### config.mk
export PLATFORM = sky130hd
export DESIGN_NAME = mrpt_mulmod
export DESIGN_NICKNAME = d
export VERILOG_FILES = /design/src/rtl/core/mrpt_mulmod.sv
export SDC_FILE = /design/constraint.sdc
export NUM_CORES = 1
export LEC_CHECK = 0
export BUFFER_PORTS_ARGS = -buffer_cell sky130_fd_sc_hd__buf_2
export CORE_ASPECT_RATIO = 2
export CORE_UTILIZATION = 45
export CTS_CLUSTER_SIZE = 14
export DETAILED_ROUTE_END_ITERATION = 10
export GPL_TIMING_DRIVEN = 0
export HOLD_SLACK_MARGIN = 0.15
export PLACE_DENSITY = 0.75
export SYNTH_ARGS = -nofsm -noshare
export SYNTH_HDL_FRONTEND = slang
export SYNTH_SLANG_ARGS = --single-unit
### constraint.sdc
create_clock -name clock -period 20.6 [get_ports clock]
set_input_delay 1.03 -clock clock [delete_from_list [all_inputs] [get_ports clock]]
set_output_delay 1.03 -clock clock [all_outputs]
set_load 0.05 [all_outputs]
### src/rtl/core/mrpt_mulmod.sv
// Bit-serial modular multiplier: r = x*y mod m, one bit of y per cycle.
// Depends on nothing but its parameter; x, y < m assumed.
module mrpt_mulmod #(
   parameter int WIDTH = 64
) (
   input  logic             clock,
   input  logic             reset,
   input  logic             start,
   input  logic [WIDTH-1:0] x,
   input  logic [WIDTH-1:0] y,
   input  logic [WIDTH-1:0] m,
   output logic             done,
   output logic [WIDTH-1:0] r
);
   localparam int CW = $clog2(WIDTH + 1);

   logic [WIDTH-1:0] x_ff, y_ff, m_ff, r_ff, r_in;
   logic [CW-1:0]    cnt_ff;
   logic             busy_ff, done_ff;
   logic [WIDTH:0]   dbl, dsub, sum, ssub;
   logic [WIDTH-1:0] r2;

   always_comb begin
      dbl  = {r_ff, 1'b0};
      dsub = dbl - {1'b0, m_ff};
      r2   = (dbl >= {1'b0, m_ff}) ? dsub[WIDTH-1:0] : dbl[WIDTH-1:0];
      sum  = {1'b0, r2} + {1'b0, x_ff};
      ssub = sum - {1'b0, m_ff};
      r_in = y_ff[WIDTH-1] ? ((sum >= {1'b0, m_ff}) ? ssub[WIDTH-1:0] : sum[WIDTH-1:0])
                           : r2;
   end

   always_ff @(posedge clock) begin
      if (reset) begin
         busy_ff <= 1'b0;
         done_ff <= 1'b0;
         cnt_ff  <= '0;
      end else begin
         done_ff <= 1'b0;
         if (start) begin
            busy_ff <= 1'b1;
            cnt_ff  <= CW'(WIDTH);
            x_ff    <= x;
            y_ff    <= y;
            m_ff    <= m;
            r_ff    <= '0;
         end else if (busy_ff) begin
            r_ff   <= r_in;
            y_ff   <= {y_ff[WIDTH-2:0], 1'b0};
            cnt_ff <= cnt_ff - 1'b1;
            if (cnt_ff == CW'(1)) begin
               busy_ff <= 1'b0;
               done_ff <= 1'b1;
            end
         end
      end
   end

   assign done = done_ff;
   assign r    = r_ff;
endmodule

==> results.json, run 1 <==
{
  "outcome": "complete, but fails checks",
  "failed_checks": "max-capacitance violations",
  "cts_tree": "yes",
  "postLayoutCoreUtil_pct": 52.1,
  "grt_usage_pct": 37.3,
  "fp.dieW_um": 161,
  "die_height_um": 321,
  "final_cell_mix": "buf_2, nand2_1, edfxtp_1",
  "numCtsBuffers": 28,
  "synth_flop_cell": "edfxtp_1",
  "port_buffers": 258,
  "cpMostUsedCell": "nand2_1",
  "cp-start-kind": "register",
  "antenna_cells": 0,
  "cts_hold_buf": 0,
  "syn-num-nets": 2915,
  "grt_pass1_vias": 22800,
  "mostFrequentLayoutCell": "buf_2",
  "r2r_slack_ns": 6.20,
  "slowest_stage": "a2111oi_0",
  "fin_tns_setup_ns": 0,
  "cts.path.max_buffers": 3,
  "insertion_delay_ns": 0.62,
  "hold_depth": 2,
  "vias": 22400,
  "cts-htree-levels": 1,
  "holdCritPathClass": "reg -> reg",
  "synth-seq-cells": 265,
  "clkSinkCount": 265,
  "io-pin-count": 260,
  "rsz0062_at_grt": "false",
  "final.setup.worst_slack_ns": 6.20,
  "critPathKind": "reg -> reg",
  "yosys_warnings": 0,
  "critPathMaxStageDelay_ns": 1.27,
  "whs_endpoint": "cnt_ff[1]",
  "ant_nets": 0,
  "initial_core_util_pct": 45.6,
  "drt-initial-drc-count": 1981,
  "cts_root_buf": "clkbuf_16",
  "dieArea_um2": 51700,
  "hold_viol": 0,
  "worst_ep_required_time_ns": 20.97,
  "rows": 116,
  "min_period_ns": 14.40,
  "postCtsSetupBuffers": 0,
  "drive_above_1_share_pct": 15.9,
  "synth-seq-area-share_pct": 34.5,
  "dp_hpwl_um": 77600,
  "totalWireLength_um": 97600,
  "slew_violations": 0,
  "ff2ff_path_depth": 35,
  "grt_max_degree": 40,
  "viasPerCell": 6.43,
  "clk_pin_slew_ns": 0.07,
  "tightest_slew_ns": 1.48,
  "max_freq_mhz": 69.4,
  "antenna_found_initial": 1,
  "pre_cts_ws_ns": 7.37,
  "skew_ns": 0.0162,
  "fillers": 4667,
  "fp.coreArea_um2": 50100,
  "slew_headroom_pct": 0.0250,
  "setup_viol": 0,
  "syn_inst": 2523,
  "async_reset_ff_share_pct": 0,
  "end_kind": "register",
  "dr.pass1.iters": 6,
  "arrival_ns": 14.77,
  "grt_pass1_wl_um": 140000,
  "synthDistinctLibCells": 90,
  "hp-start": "cnt_ff[1]",
  "grt_remaining_overflow": 0,
  "ctsResizeCount": 0,
  "syn_area_per_cell_um2": 9.05,
  "drc_errors": 0,
  "nets": 3210,
  "synth-edff-count": 256,
  "drv_cap": 2,
  "routedWlPerCell_um": 28.0,
  "worstReg2RegStart": "r[37]",
  "place_congestion": 1.07,
  "syn_area_um2": 22800,
  "finalCritPeriodShare_pct": 69.9,
  "reg2reg_to": "r[36]",
  "crit_fanout": 10,
  "area_growth_pct": 14.3
}
flip-flops by register name (all words and copies together) (netlist names):
| name | cells |
|---|---|
| x_ff | 64 |
| cnt_ff | 7 |
| y_ff | 64 |
| busy_ff | 1 |
| r | 64 |
| done | 1 |
| m_ff | 64 |
synthesized netlist by cell type, drive strengths merged, types with 7 or more instances:
cell type	number	area (um2)
nand2	257	967
edfxtp	256	7690
a21oi	253	1270
ha	194	2430
nor2	146	548
o21ai	139	696
inv	132	495
xnor2	118	1030
clkbuf	110	414
a21o	84	631
mux2	83	935
xor2	65	569
nand4	60	375
nor3	46	230
nand3	42	210
a211oi	40	310
o211ai	39	293
a31oi	37	231
o21bai	37	278
and3	32	200
o211a	28	280
o21a	28	210
nor2b	22	145
buf	21	145
a311oi	19	173
nand2b	17	106
and2	16	103
a21boi	14	105
o221ai	14	123
or2	14	87.6
a221oi	13	139
or3	11	68.8
a211o	9	78.8
dfxtp	9	180
nor4	9	56.3
o31ai	9	67.6
a2111oi	7	92.6
a31o	7	61.3
stage by stage:
stage | area [um2] | cells | hold WS, ns
global placement | 24900 | 3430 | 0.478
global route | 26100 | 3485 | 0.555
floorplan | 22800 | 2523 | 0.469
CTS | 26100 | 3485 | 0.512
detailed placement | 25100 | 3437 | 0.504
finish | 26100 | 3485 | 0.513
worst max-delay path by stage:
stage | from | end | slack [ns] | cells after the start
after floorplan | r[1] | r[36] | 12.07 | 37
after global placement | r[41] | r[36] | 7.39 | 37
after detailed placement | r[37] | r[36] | 7.37 | 35
after CTS | r[41] | r[36] | 7.30 | 37
after global routing | m_ff[39] | r[36] | 5.82 | 36
final | r[37] | r[36] | 6.20 | 35
metal layers:
layer | up-vias | wire, um | GRT usage (%)
li1 | 10100 | - | -
met1 | 10500 | 30100 | 34.0
met2 | 1307 | 48700 | 66.5
met3 | 505 | 7200 | 7.18
met4 | 0 | 11600 | 38.3
met5 | - | 0 | 0
area by class of cell:
class	count	area [um2]	area share, %
plain buffers	131	559	2.14
clock buffers	31	733	2.81
clock inverters	17	275	1.05
inverters	133	499	1.91
multi-input cells	1994	13900	53.3
flip-flops and latches	265	7870	30.1
well taps	649	812	3.11
repair buffers	265	1430	5.48
logic make-up (layout without fill, tap and decap cells):
kind of cell	after synthesis	in the layout	share of synthesized area, %
mux	89	89	4.36
compound gates	830	830	24.2
xor+xnor	183	183	7.02
simple gates	695	695	14.4
fa+ha+maj	197	197	10.9
buf+inv	264	577	4.64
flops	265	265	34.5
worst max-delay path: cells and delay by family (launching register included):
family                     cells  cell delay [ns]
xor gates and xnor gates       1             0.26
and+or+nand+nor               14             4.52
buffers and inverters          4             2.15
DFF                            1             0.51
adders and majority gates      3             1.04
AOI/OAI and AO/OA             13             5.61
Power of run 1 is left out: the tool's default activity adds up to more than one toggle a clock period on the data nets, which glitch-free logic cannot reach.
==> inputs of run 2 (changes only) <==
==> constraint.sdc (replaced) <==
create_clock -name clock -period 14.26 [get_ports clock]
set_input_delay 0.713 -clock clock [delete_from_list [all_inputs] [get_ports clock]]
set_output_delay 0.713 -clock clock [all_outputs]
set_load 0.05 [all_outputs]
==> results.json, run 2 (synthesis results as in run 1) <==
{
  "outcome": "complete, but fails checks",
  "failed_checks": "max-capacitance violations, max-slew violations",
  "grt_remaining_overflow": 0,
  "grt_pass1_vias": 22800,
  "vias": 22500,
  "cts.path.max_buffers": 3,
  "totalWireLength_um": 97800,
  "setup_viol": 0,
  "worst_ep_required_time_ns": 14.62,
  "arrival_ns": 14.10,
  "path_buf_inv": 4,
  "critPathMaxStageDelay_ns": 1.13,
  "drv_cap": 1,
  "cpMostUsedCell": "nand2_1",
  "antenna_found_initial": 1,
  "crit_family": "compound AO/OA/AOI/OAI gates",
  "holdWs_ns": 0.265,
  "max_freq_mhz": 72.8,
  "min_period_ns": 13.74,
  "clkSinkCount": 265,
  "pre_cts_ws_ns": 1.03,
  "crit_fanout": 10,
  "port_buffers": 258,
  "multiInputGateArea_um2": 13900,
  "rsz0062_at_grt": "false",
  "end_kind": "register",
  "dp_hpwl_um": 77600,
  "critPathKind": "reg -> reg",
  "slew_headroom_pct": -1.11,
  "grt_usage_pct": 37.3,
  "numCtsBuffers": 28,
  "drt-initial-drc-count": 1972,
  "grt_pass1_wl_um": 140000,
  "cts_root_buf": "clkbuf_16",
  "fp.coreArea_um2": 50100,
  "rows": 116,
  "nets": 3210,
  "skew_ns": 0.0164,
  "fin_tns_setup_ns": 0,
  "insertion_delay_ns": 0.62,
  "dr.pass1.iters": 7,
  "seq_area_um2": 7870,
  "dieArea_um2": 51700,
  "place_congestion": 1.07,
  "cts-htree-levels": 1,
  "viasPerCell": 6.44,
  "clk_pin_slew_ns": 0.07,
  "slew_violations": 4,
  "finalCritPeriodShare_pct": 96.4,
  "drive_above_1_share_pct": 15.9,
  "tightest_slew_ns": 1.50,
  "routedWlPerCell_um": 28.0,
  "area_growth_pct": 14.4,
  "postCtsSetupBuffers": 0,
  "holdCritPathClass": "in -> reg",
  "fillers": 4670,
  "die_height_um": 321,
  "fp.dieW_um": 161,
  "final_cell_mix": "buf_2, nand2_1, edfxtp_1",
  "io-pin-count": 260,
  "mostFrequentLayoutCell": "buf_2",
  "slowest_stage": "a211oi_1",
  "drc_errors": 0,
  "final.setup.worst_slack_ns": 0.518,
  "cp-start-kind": "register",
  "grt_max_degree": 40,
  "cts_tree": "yes",
  "ant_nets": 0,
  "initial_core_util_pct": 45.6,
  "hold_viol": 0
}
run 2: cell count changes in the layout (fill, tap and decap cells not counted):
cell / change
a2111oi_0: -1
a2111oi_2: +1
clkbuf_1: -1
clkdlybuf4s15_1: +1
diode_2: +1
run 2: metal layers:
| layer | part of all wire, % | GRT usage [%] | vias to the layer above |
|---|---|---|---|
| li1 | - | - | 10100 |
| met3 | 7.1 | 7.18 | 512 |
| met1 | 31 | 34.0 | 10500 |
| met2 | 50 | 66.5 | 1323 |
| met4 | 12 | 38.3 | 0 |
| met5 | 0 | 0 | - |
run 2: metrics by stage:
stage / cells / util (%) / cell area (um2)
floorplan: 2523 / - / 22800
global placement: 3430 / 49.8 / 24900
detailed placement: 3437 / 50.1 / 25100
CTS: 3485 / 52.1 / 26100
global route: 3485 / 52.1 / 26100
finish: 3486 / 52.2 / 26100
run 2: timing repair:
item,in CTS,in global routing
hold buffers,0,0
hold endpoints to repair,0,0
endpoints found under the setup margin,0,58
resized for setup,0,4
run 2: path summary, 6_finish.rpt:
| kind | slack, ns | cells past startpoint | start | to |
|---|---|---|---|---|
| min | 0.26 | 1 | m[36] | m_ff[36] |
| min reg2reg | 0.52 | 2 | cnt_ff[1] | cnt_ff[1] |
| max reg2reg | 0.52 | 36 | r[37] | r[36] |
| max | 0.52 | 36 | r[37] | r[36] |
run 2: layout make-up:
| class | count | area share (%) |
|---|---|---|
| timing repair buffer | 265 | 5.48 |
| sequential | 265 | 30.1 |
| tap | 649 | 3.11 |
| clock buffer | 31 | 2.81 |
| antenna | 1 | 0.00958 |
| clock inverter | 17 | 1.05 |
| inverter | 133 | 1.91 |
| buffer | 131 | 2.17 |
| multi-input combinational | 1994 | 53.3 |
run 2: worst reg2reg max path: cells and delay by family, from the launching register on:
kind	cells	cell delay [ns]
buffers and inverters	4	2.04
adders and majority gates	3	1.01
and+or+nand+nor	14	4.29
xor gates and xnor gates	1	0.22
DFF	1	0.51
AOI/OAI and AO/OA	14	5.41
Power of run 2 is left out for the same reason.
